## src/design/rtcsm_pkg.sv

```systemverilog
`timescale 1ns / 1ps

package rtcsm_pkg;

   localparam int BURST_BYTES = 8;
   localparam int BYTE_IDX_W  = $clog2(BURST_BYTES + 1);

   localparam int CSR_W       = 10;
   localparam int CSR_IDX_W   = 1;

   localparam logic [CSR_IDX_W-1:0] CSR_HALF_BIT = 1'b0;
   localparam logic [CSR_IDX_W-1:0] CSR_SETUP    = 1'b1;

   localparam logic [CSR_W-1:0] HALF_BIT_RESET = 10'd2;
   localparam logic [CSR_W-1:0] SETUP_RESET    = 10'd20;

   localparam logic [1:0] OP_NONE  = 2'd0;
   localparam logic [1:0] OP_WRITE = 2'd1;
   localparam logic [1:0] OP_READ  = 2'd2;
   localparam logic [1:0] OP_BURST = 2'd3;

   localparam logic [1:0] FMT_RAW  = 2'd0;

   localparam logic [7:0] CMD_SECONDS = 8'h81;
   localparam logic [7:0] CMD_BURST   = 8'hBF;

   typedef enum logic [2:0] {
      PH_IDLE  = 3'd0,
      PH_SETUP = 3'd1,
      PH_WLOW  = 3'd2,
      PH_WHIGH = 3'd3,
      PH_GAP   = 3'd4,
      PH_RHIGH = 3'd5,
      PH_RLOW  = 3'd6,
      PH_END   = 3'd7
   } phase_type;

   typedef struct packed {
      logic [1:0] op;
      logic [7:0] cmd;
      logic [7:0] wdata;
      logic [1:0] fmt;
      logic       io_in;
   } req_type;

   typedef struct packed {
      logic       ce;
      logic       sclk;
      logic       io_out;
      logic       io_drive;
      logic [7:0] rdata;
      logic       rdata_valid;
      logic       last;
      logic       busy_res;
   } rsp_type;

   typedef struct packed {
      logic                 we;
      logic [CSR_IDX_W-1:0] index;
      logic [CSR_W-1:0]     wdata;
   } csr_write_type;

endpackage

```

## src/design/rtcsm_format.sv

```systemverilog
`timescale 1ns / 1ps

module rtcsm_format (
   input  logic [7:0] raw_byte,
   input  logic [1:0] lop,
   input  logic [1:0] lfmt,
   input  logic [7:0] lcmd,
   input  logic       first_byte,
   output logic [7:0] rdata
);

   logic       secs;
   logic [7:0] masked;

   always_comb begin
      secs = ((lop == rtcsm_pkg::OP_READ) && (lcmd == rtcsm_pkg::CMD_SECONDS))
          || ((lop == rtcsm_pkg::OP_BURST) && first_byte);
      masked = ((lfmt != rtcsm_pkg::FMT_RAW) && secs) ? {1'b0, raw_byte[6:0]} : raw_byte;
      if (lfmt[1]) begin
         // high nibble times ten plus low nibble
         rdata = {1'b0, masked[7:4], 3'b000} + {3'b000, masked[7:4], 1'b0}
               + {4'b0000, masked[3:0]};
      end else begin
         rdata = masked;
      end
   end

endmodule

```

## src/design/rtcsm_seq.sv

```systemverilog
`timescale 1ns / 1ps

module rtcsm_seq (
   input  logic                      clock,
   input  logic                      reset,
   input  logic                      step,
   input  rtcsm_pkg::req_type        req,
   input  rtcsm_pkg::csr_write_type  csr,
   output rtcsm_pkg::rsp_type        rsp
);

   localparam int BW = rtcsm_pkg::BYTE_IDX_W;

   rtcsm_pkg::phase_type phase_ff, phase_in;
   logic [9:0]    tick_ff, tick_in;
   logic [2:0]    bit_ff, bit_in;
   logic [BW-1:0] byte_ff, byte_in;
   logic [7:0]    shift_ff, shift_in;
   logic [7:0]    lcmd_ff, lcmd_in;
   logic [7:0]    lwdata_ff, lwdata_in;
   logic [1:0]    lop_ff, lop_in;
   logic [1:0]    lfmt_ff, lfmt_in;
   logic [9:0]    half_bit_ff, setup_ff;

   logic [9:0]    len;
   logic          cnt_done;
   logic [9:0]    cnt_next;
   logic [7:0]    rd_shifted;
   logic [2:0]    bit_next;
   logic [BW-1:0] byte_inc;
   logic [7:0]    fmt_byte;

   rtcsm_format u_format (
      .raw_byte   (rd_shifted),
      .lop        (lop_ff),
      .lfmt       (lfmt_ff),
      .lcmd       (lcmd_ff),
      .first_byte (byte_ff == '0),
      .rdata      (fmt_byte)
   );

   always_comb begin
      phase_in  = phase_ff;
      tick_in   = tick_ff;
      bit_in    = bit_ff;
      byte_in   = byte_ff;
      shift_in  = shift_ff;
      lcmd_in   = lcmd_ff;
      lwdata_in = lwdata_ff;
      lop_in    = lop_ff;
      lfmt_in   = lfmt_ff;
      rsp       = '0;
      rsp.busy_res = (phase_ff != rtcsm_pkg::PH_IDLE);

      unique case (phase_ff)
         rtcsm_pkg::PH_SETUP, rtcsm_pkg::PH_GAP, rtcsm_pkg::PH_END: len = setup_ff;
         default: len = half_bit_ff;
      endcase
      // a zero length still ends after one tick
      cnt_done   = ({1'b0, tick_ff} + 11'd1) >= {1'b0, len};
      cnt_next   = cnt_done ? 10'd0 : tick_ff + 10'd1;
      rd_shifted = {req.io_in, shift_ff[7:1]};
      bit_next   = bit_ff + 3'd1;
      byte_inc   = byte_ff + BW'(1);

      unique case (phase_ff)
         rtcsm_pkg::PH_IDLE: ;
         rtcsm_pkg::PH_SETUP: begin
            rsp.ce = 1'b1;
            rsp.io_drive = 1'b1;
         end
         rtcsm_pkg::PH_WLOW: begin
            rsp.ce = 1'b1;
            rsp.io_drive = 1'b1;
            rsp.io_out = shift_ff[0];
         end
         rtcsm_pkg::PH_WHIGH, rtcsm_pkg::PH_GAP: begin
            rsp.ce = 1'b1;
            rsp.sclk = 1'b1;
            rsp.io_drive = 1'b1;
            rsp.io_out = shift_ff[0];
         end
         rtcsm_pkg::PH_RHIGH, rtcsm_pkg::PH_END: begin
            rsp.ce = 1'b1;
            rsp.sclk = 1'b1;
         end
         rtcsm_pkg::PH_RLOW: begin
            rsp.ce = 1'b1;
         end
      endcase

      if (step) begin
         unique case (phase_ff)
            rtcsm_pkg::PH_IDLE: begin
               if (req.op != rtcsm_pkg::OP_NONE) begin
                  lcmd_in   = req.cmd;
                  lwdata_in = req.wdata;
                  lop_in    = req.op;
                  lfmt_in   = req.fmt;
                  shift_in  = (req.op == rtcsm_pkg::OP_BURST) ? rtcsm_pkg::CMD_BURST : req.cmd;
                  bit_in    = 3'd0;
                  byte_in   = '0;
                  tick_in   = 10'd0;
                  phase_in  = rtcsm_pkg::PH_SETUP;
               end
            end
            rtcsm_pkg::PH_SETUP, rtcsm_pkg::PH_GAP: begin
               tick_in = cnt_next;
               if (cnt_done) phase_in = rtcsm_pkg::PH_WLOW;
            end
            rtcsm_pkg::PH_WLOW: begin
               tick_in = cnt_next;
               if (cnt_done) phase_in = rtcsm_pkg::PH_WHIGH;
            end
            rtcsm_pkg::PH_WHIGH: begin
               tick_in = cnt_next;
               if (cnt_done) begin
                  shift_in = {1'b0, shift_ff[7:1]};
                  bit_in   = bit_next;
                  priority if (bit_next != 3'd0) begin
                     phase_in = rtcsm_pkg::PH_WLOW;
                  end else if (lop_ff == rtcsm_pkg::OP_WRITE && byte_ff == '0) begin
                     byte_in  = BW'(1);
                     shift_in = lwdata_ff;
                     phase_in = rtcsm_pkg::PH_GAP;
                  end else if (lop_ff == rtcsm_pkg::OP_WRITE) begin
                     phase_in = rtcsm_pkg::PH_END;
                  end else begin
                     byte_in  = '0;
                     shift_in = 8'd0;
                     phase_in = rtcsm_pkg::PH_RHIGH;
                  end
               end
            end
            rtcsm_pkg::PH_RHIGH: begin
               tick_in = cnt_next;
               if (cnt_done) phase_in = rtcsm_pkg::PH_RLOW;
            end
            rtcsm_pkg::PH_RLOW: begin
               tick_in = cnt_next;
               if (cnt_done) begin
                  shift_in = rd_shifted;
                  bit_in   = bit_next;
                  phase_in = rtcsm_pkg::PH_RHIGH;
                  if (bit_next == 3'd0) begin
                     rsp.rdata_valid = 1'b1;
                     rsp.rdata       = fmt_byte;
                     byte_in         = byte_inc;
                     if (lop_ff != rtcsm_pkg::OP_BURST
                         || byte_inc >= BW'(rtcsm_pkg::BURST_BYTES)) begin
                        rsp.last = 1'b1;
                        phase_in = rtcsm_pkg::PH_END;
                     end
                     shift_in = 8'd0;
                  end
               end
            end
            rtcsm_pkg::PH_END: begin
               tick_in = cnt_next;
               if (cnt_done) phase_in = rtcsm_pkg::PH_IDLE;
            end
         endcase
      end
   end

   always_ff @(posedge clock) begin
      if (reset) begin
         phase_ff    <= rtcsm_pkg::PH_IDLE;
         tick_ff     <= '0;
         bit_ff      <= '0;
         byte_ff     <= '0;
         shift_ff    <= '0;
         lcmd_ff     <= '0;
         lwdata_ff   <= '0;
         lop_ff      <= '0;
         lfmt_ff     <= '0;
         half_bit_ff <= rtcsm_pkg::HALF_BIT_RESET;
         setup_ff    <= rtcsm_pkg::SETUP_RESET;
      end else begin
         phase_ff  <= phase_in;
         tick_ff   <= tick_in;
         bit_ff    <= bit_in;
         byte_ff   <= byte_in;
         shift_ff  <= shift_in;
         lcmd_ff   <= lcmd_in;
         lwdata_ff <= lwdata_in;
         lop_ff    <= lop_in;
         lfmt_ff   <= lfmt_in;
         if (csr.we && csr.index == rtcsm_pkg::CSR_HALF_BIT) half_bit_ff <= csr.wdata;
         if (csr.we && csr.index == rtcsm_pkg::CSR_SETUP) setup_ff <= csr.wdata;
      end
   end

endmodule

```

## src/design/three_wire_rtc_serial_master_unit.sv

```systemverilog
// path: an accepted transaction is held in the input register, then the sequencer step
//   writes its result into the result register, where it is offered until it is taken
// throughput: one transaction per cycle while results are not stalled, set by the single
//   sequencer step between the input register and the result register
// reset: synchronous, active high; clears the handshake stages, the sequencer
//   state and restores half_bit_ticks to 2 and setup_ticks to 20
`timescale 1ns / 1ps

module three_wire_rtc_serial_master_unit (
   input  logic                                clock,
   input  logic                                reset,
   input  logic                                req_valid,
   output logic                                req_ready,
   input  rtcsm_pkg::req_type                  req_payload,
   output logic                                rsp_valid,
   input  logic                                rsp_ready,
   output rtcsm_pkg::rsp_type                  rsp_payload,
   input  logic                                csr_we,
   input  logic [rtcsm_pkg::CSR_IDX_W-1:0]     csr_index,
   input  logic [rtcsm_pkg::CSR_W-1:0]         csr_wdata
);

   logic                    in_valid_ff;
   rtcsm_pkg::req_type      in_item_ff;
   logic                    out_valid_ff;
   rtcsm_pkg::rsp_type      out_item_ff;
   logic                    advance;
   rtcsm_pkg::rsp_type      step_rsp;
   rtcsm_pkg::csr_write_type csr;

   assign advance   = in_valid_ff && (!out_valid_ff || rsp_ready);
   assign req_ready = !in_valid_ff || advance;
   assign csr       = '{we: csr_we, index: csr_index, wdata: csr_wdata};

   rtcsm_seq u_seq (
      .clock (clock),
      .reset (reset),
      .step  (advance),
      .req   (in_item_ff),
      .csr   (csr),
      .rsp   (step_rsp)
   );

   always_ff @(posedge clock) begin
      if (reset) begin
         in_valid_ff  <= 1'b0;
         out_valid_ff <= 1'b0;
      end else begin
         if (req_ready) in_valid_ff <= req_valid;
         if (advance) out_valid_ff <= 1'b1;
         else if (rsp_ready) out_valid_ff <= 1'b0;
      end
   end

   always_ff @(posedge clock) begin
      if (req_valid && req_ready) in_item_ff <= req_payload;
      if (advance) out_item_ff <= step_rsp;
   end

   assign rsp_valid   = out_valid_ff;
   assign rsp_payload = out_item_ff;

endmodule

```

## config.mk

```make
export PLATFORM = sky130hd
export DESIGN_NAME = three_wire_rtc_serial_master_unit
export DESIGN_NICKNAME = d
export VERILOG_FILES = /design/src/design/rtcsm_pkg.sv /design/src/design/rtcsm_format.sv /design/src/design/rtcsm_seq.sv /design/src/design/three_wire_rtc_serial_master_unit.sv
export SDC_FILE = /design/constraint.sdc
export NUM_CORES = 1
export LEC_CHECK = 0
export BUFFER_PORTS_ARGS = -buffer_cell sky130_fd_sc_hd__buf_2
export CAP_MARGIN = 30
export CELL_PAD_IN_SITES_DETAIL_PLACEMENT = 0
export CELL_PAD_IN_SITES_GLOBAL_PLACEMENT = 2
export CORE_ASPECT_RATIO = 1.1
export CORE_MARGIN = 2
export CORE_UTILIZATION = 33
export DETAILED_ROUTE_END_ITERATION = 10
export GPL_ROUTABILITY_DRIVEN = 0
export PLACE_DENSITY = 0.78
export SYNTH_ARGS = -nofsm -noshare
export SYNTH_HDL_FRONTEND = slang
export SYNTH_SLANG_ARGS = --single-unit
```

## constraint.sdc

```tcl
create_clock -name clock -period 2.85 [get_ports clock]
set_input_delay 0.285 -clock clock [delete_from_list [all_inputs] [get_ports clock]]
set_output_delay 0.285 -clock clock [all_outputs]
set_load 0.01 [all_outputs]
```

## Yosys cells after proc, flatten, opt, wreduce, memory -nomap -nowiden

Index checks and enable logic that the tools add are counted.

| storage, ports and cells | value |
|---|---|
| input bits | 37 |
| memories | 0 |
| register bits | 106 |
| output and inout bits | 17 |
| bits in latches | 0 |
| RAM bits | 0 |
| memory bits (read-only) | 0 |

| operators by class | value |
|---|---|
| reductions and logical operators | 39 |
| multiply operators | 0 |
| magnitude comparators | 2 |
| mux-type cells | 46 |
| div/mod/pow operators | 0 |
| equal/unequal tests | 24 |
| bitwise gates (word level) | 1 |
| add/subtract/negate cells | 6 |
| shift operators | 0 |

Operator list:

| operator | count |
|---|---|
| $mux 8 | 9 |
| $mux 3 | 12 |
| $mux 10 | 3 |
| $mux 4 | 7 |
| $pmux 8 s3 | 1 |
| $pmux 3 s7 | 1 |
| $pmux 10 s2 | 1 |
| $ne 2x1->1 const B | 9 |
| $reduce_and 8->1 | 2 |
| $eq 3x3->1 const B | 4 |
| $pmux 4 s3 | 1 |
| $add 10x1->11 const B | 1 |
| $ge 11x10->1 | 1 |
| $add 10x1->10 const B | 1 |
| $reduce_bool 3->1 | 3 |
| $add 7x5->8 | 1 |
| $add 8x4->8 | 1 |
| $eq 8x8->1 const B | 1 |
| $logic_and 1x1->1 | 8 |
| $reduce_bool 2->1 | 4 |
| $reduce_or 4->1 | 2 |
| $mux 7 | 1 |
| $reduce_or 7->1 | 1 |
| $eq 2x2->1 const B | 3 |
| 22 further kinds | 40 |

## Logic depth before layout (Yosys ltp)

| logic depth | value |
|---|---|
| depth after elaboration | 8 |
| mapped depth | 15 |
| mapped depth without buffers | 15 |

## Hierarchy

From an unflattened synthesis, not the netlist that was laid out.

| second synthesis, totals | value |
|---|---|
| cells, all modules | 543 |
| area total of the unflattened synthesis | 5221.3 um2 |

By module, submodules not included:

| module | instances | area an instance (um2) | cells an instance |
|---|---|---|---|
| rtcsm_seq | 1 | 3671.0 | 461 |
| three_wire_rtc_serial_master_unit | 1 | 1184.9 | 46 |
| rtcsm_format | 1 | 365.4 | 36 |

## Worst setup path before layout

No wires, ideal clock.

| timing | value |
|---|---|
| path kind | reg2reg |
| start point | register u_seq.phase_ff[1] |
| end point | register out_item_ff, in the netlist rsp_payload[3], data pin |
| required time | 2.595 ns |
| setup time | 0.255 ns |
| path slack | -0.245 ns |
| clock period less this slack | 3.095 ns |
| arrival | 2.840 ns |
| cell stages (with the launch flop) | 16 |
| buffers on the path | 3 |
| cells stage by stage | dfxtp_1 -> buf_2 -> nor2b_1 -> nand3b_1 -> o21ai_0 -> buf_2 -> mux2_2 -> ha_1 -> nand2b_1 -> a31oi_1 -> o21bai_1 -> a21oi_2 -> or3_1 -> clkbuf_1 -> inv_2 -> and2_1 |

| between the ends | value |
|---|---|
| word-level cells in the longest chain between the ends | 5 |

RTL lines:

| item | RTL line | source |
|---|---|---|
| start: declaration | rtcsm_seq.sv:14 | `rtcsm_pkg::phase_type phase_ff, phase_in;` |
| start signal: assignment | rtcsm_seq.sv:168 | `phase_ff <= rtcsm_pkg::PH_IDLE;` |
| start signal: assignment | rtcsm_seq.sv:180 | `phase_ff <= phase_in;` |
| $eq 3x1->1 or $eq 3x3->1 (tied branches) | rtcsm_seq.sv:55 | `unique case (phase_ff)` |
| $reduce_or 3->1 | rtcsm_seq.sv:55 |  |
| $mux 10 | rtcsm_seq.sv:55 |  |
| $ge 11x10->1 | rtcsm_seq.sv:60 | `cnt_done = ({1'b0, tick_ff} + 11'd1) >= {1'b0, len};` |
| $reduce_and 3->1 (no source line) (*) | - |  |
| end signal: assignment | three_wire_rtc_serial_master_unit.sv:57 | `if (advance) out_item_ff <= step_rsp;` |
| end: declaration | three_wire_rtc_serial_master_unit.sv:26 | `rtcsm_pkg::rsp_type out_item_ff;` |

Mark *: on every way between the ends. The rest lies on a longest branch, timed or not.
A chain may end at the register's enable or synchronous reset.

## Worst setup path after layout

| timing | value |
|---|---|
| start point | register u_seq.phase_ff[1] |
| end point | register u_seq.byte_ff[1] |

| between the ends | value |
|---|---|
| word-level cells in the longest chain between the ends | 6 |

RTL lines:

| item | RTL line | source |
|---|---|---|
| $eq 3x1->1 or $eq 3x3->1 (tied branches) | rtcsm_seq.sv:55 |  |
| $reduce_or 3->1 | rtcsm_seq.sv:55 |  |
| $mux 10 | rtcsm_seq.sv:55 |  |
| $ge 11x10->1 | rtcsm_seq.sv:60 |  |
| $ne 2x1->1 (no source line) | - |  |
| $reduce_and 8->1 (no source line) | - |  |
| end signal: assignment | rtcsm_seq.sv:183 | `byte_ff <= byte_in;` |
| end: declaration | rtcsm_seq.sv:17 | `logic [BW-1:0] byte_ff, byte_in;` |

Several ways; a longest one is shown, not always the timed one.

==> results.yml <==
final_layout:
  num_antenna_cells: 0
  syn_to_final_growth_pct: 26.73
  layout_commonest_cell: "nand2_1"
  nNetsFinal: 667
  layout_common_cells: "nand2_1 (100), dfxtp_1 (68), a21oi_1 (62)"
  finalNonFillerCells: 803
  regArea_um2: 2485
  drive_above_1_share_pct: 25.37
  fin_util_pct: 43.15
  multi_input_comb_area_um2: 2455
  fill_cells: 1427
synthesis:
  ys.flop_type: "dfxtp_1"
  synth-seq-cells: 106
  synth-seq-area-share_pct: 50.27
  syn_area_per_cell_um2: 9.425
  synthesis.area_um2: 4938
  synth-edff-count: 36
  async_reset_ff_share_pct: 0
  synth_warnings: 0
  synth_cell_types: 57
  synth_cells: 524
  syn_nets: 585
floorplan:
  core_um2: 14500
  rows: 46
  die_height_um: 132.3
  ios: 54
  die_w_um: 120.6
  die_area_um2: 15960
  initial_core_util_pct: 34.05
routing:
  num_vias: 3922
  firstDrtPassIters: 4
  drc: 0
  wirelength_mm: 11.57
  first_iter_violations: 184
  ant_nets: 0
  wl_per_cell_um: 14.41
  viasPerCell: 4.884
critical_path:
  required_ps: 3130
  slowest_stage: "or4_4"
  cp_cell_sequence: "nor2b_4 -> nand3b_1 -> o21ai_2 -> buf_6 -> mux2_4 -> ha_4 -> nand2b_4 -> a31oi_4 -> o21bai_4 -> a211o_4 -> nand2_8 -> or4_4 -> a21oi_2"
  timing.critical_path.from_type: "flip-flop"
  cp-end-kind: "flip-flop"
  regToRegSetupSlack_ps: 6
  path_class: "reg2reg"
  crit_fanout: 8
  worstPathArrival_ps: 3120
  crit_path_max_incr_delay_ps: 530
  cpLargestDelayFamily: "simple AND/OR/NAND/NOR gates"
  cp_num_buf_inv: 1
clocking:
  clock_latency_ps: 360
  clockRootBuffer: "clkbuf_16"
  clk_pin_slew_ps: 80
  cts.sinks: 106
  clk_path_buf_depth: 2
  cts_tree: "built"
  cts_buffers: 9
  htreeDepth: 3
timing:
  fmax_mhz: 351.7
  finalCriticalPeriod_ps: 2844
  finalSetupViolCount: 0
  hold_violations: 0
  timing.slew.headroom_pct: 36.05
  skew_ps: 12.09
  period_share_pct: 99.78
  rsz0062_at_grt: "yes"
  tightest_slew_ps: 959.3
  final_max_slew_viol_count: 0
hold_path:
  hp-class: "in2reg"
grt:
  grt_max_degree: 40
  antenna_found_initial: 0
  grt_first_pass_wirelength_mm: 18.78
  groute.usage.overall_pct: 14.79
  overflow: 0
  grt_pass1_vias: 3672
pwr:
  power_leakage_nw: 2.414
  finalPower_mw: 3.574
  ir_drop_mv: 0.2639
  power_density_nw_per_um2: 571.0
place:
  dp_hpwl_mm: 8.120
  placed_cells: 782
  port_buffers: 53
flow_run:
  drv_cap: 0
status:
  status: "complete, no violations"
## layer usage
layer	share of wire (%)	vias to the layer above	GRT usage [%]
met5	0	-	0
met4	1.3	0	5.039
met3	3.9	9	2.898
met2	45	71	22.10
met1	50	1831	21.32
li1	-	2011	-
## registers in the layout, indices dropped and copies added, names as in the netlist, 4 cells and up
register and cells:
u_seq.lcmd_ff 8, u_seq.lwdata_ff 8, u_seq.tick_ff 10, u_seq.byte_ff 4, u_seq.setup_ff 10, u_seq.half_bit_ff 10, in_item_ff 21, u_seq.shift_ff 8
rsp_payload 15
## synth_stat cells, types with 4 or more instances
| cell | n | area [um^2] |
|---|---|---|
| a21o_1 | 9 | 67.56 |
| a21oi_1 | 67 | 335.3 |
| a22oi_1 | 12 | 90.09 |
| and2_1 | 4 | 25.02 |
| and3_1 | 8 | 50.05 |
| buf_2 | 6 | 30.03 |
| clkbuf_1 | 18 | 67.56 |
| dfxtp_1 | 70 | 1401 |
| edfxtp_1 | 36 | 1081 |
| ha_1 | 22 | 275.3 |
| inv_1 | 11 | 41.29 |
| mux2i_1 | 15 | 150.1 |
| nand2_1 | 102 | 382.9 |
| nand2b_1 | 8 | 50.05 |
| nand3_1 | 7 | 35.03 |
| nand3b_1 | 6 | 45.04 |
| nor2_1 | 34 | 127.6 |
| nor2b_1 | 4 | 25.02 |
| o21ai_0 | 14 | 70.07 |
| o31ai_1 | 4 | 30.03 |
| or3_1 | 4 | 25.02 |
| xnor2_1 | 8 | 70.07 |
| xor2_1 | 4 | 35.03 |
## through the flow
step                      setup slack (ps)  hold WS, ps  setup TNS [ps]  area, um^2
after floorplan                      12.72        383.9               0        4980
after global placement              -29.39        443.8          -245.3        5653
after detailed placement            -106.5        448.5           -1805        5653
after CTS                           -26.73        83.97          -43.19        6041
after global routing                -96.84        78.26           -1113        6259
final                                6.301        95.75               0        6259
## cell type report
type	instances	area share (%)
multi-input combinational	378	39.22
clock buffer	10	3.659
sequential	106	39.70
inverter	14	0.8397
clock inverter	6	2.219
tap	192	3.838
timing repair buffer	97	10.52
## path summary, 6_finish.rpt
check	end	cells after the start	from
setup / recovery	u_seq.byte_ff[1]$_SDFFE_PP0P_	13	u_seq.phase_ff[1]$_SDFFE_PP0P_
hold / removal	in_item_ff[10]$_DFFE_PP_	1	req_payload[10]
setup reg to reg	u_seq.byte_ff[1]$_SDFFE_PP0P_	13	u_seq.phase_ff[1]$_SDFFE_PP0P_
hold reg to reg	u_seq.setup_ff[0]$_SDFFE_PP0P_	2	u_seq.setup_ff[0]$_SDFFE_PP0P_
## kinds of logic (layout without fill, tap and decap cells)
family                     after synthesis  after routing  synth area share, %
DFF                                    106            106                50.27
AOI/OAI and AO/OA                      131            131                16.27
xor gates and xnor gates                12             12                2.128
and+or+nand+nor                        194            194                18.11
muxes                                   17             17                3.496
buffers and inverters                   40            127                3.344
adders and majority gates               24             24                6.385
## power breakdown
part	switching, mW	leakage, nW	internal [mW]
Sequential	0.0401	0.911	1.63
Combinational	0.207	1.33	0.164
Clock	0.579	0.175	0.955
## what timing repair did
action	4_1_cts	5_1_grt
setup buffers	1	3
resized for setup	4	34
hold buffers	0	0
setup endpoints to repair	35	36
pin swaps	0	24
gates cloned	0	2
Power figures use the tool's default switching activity.
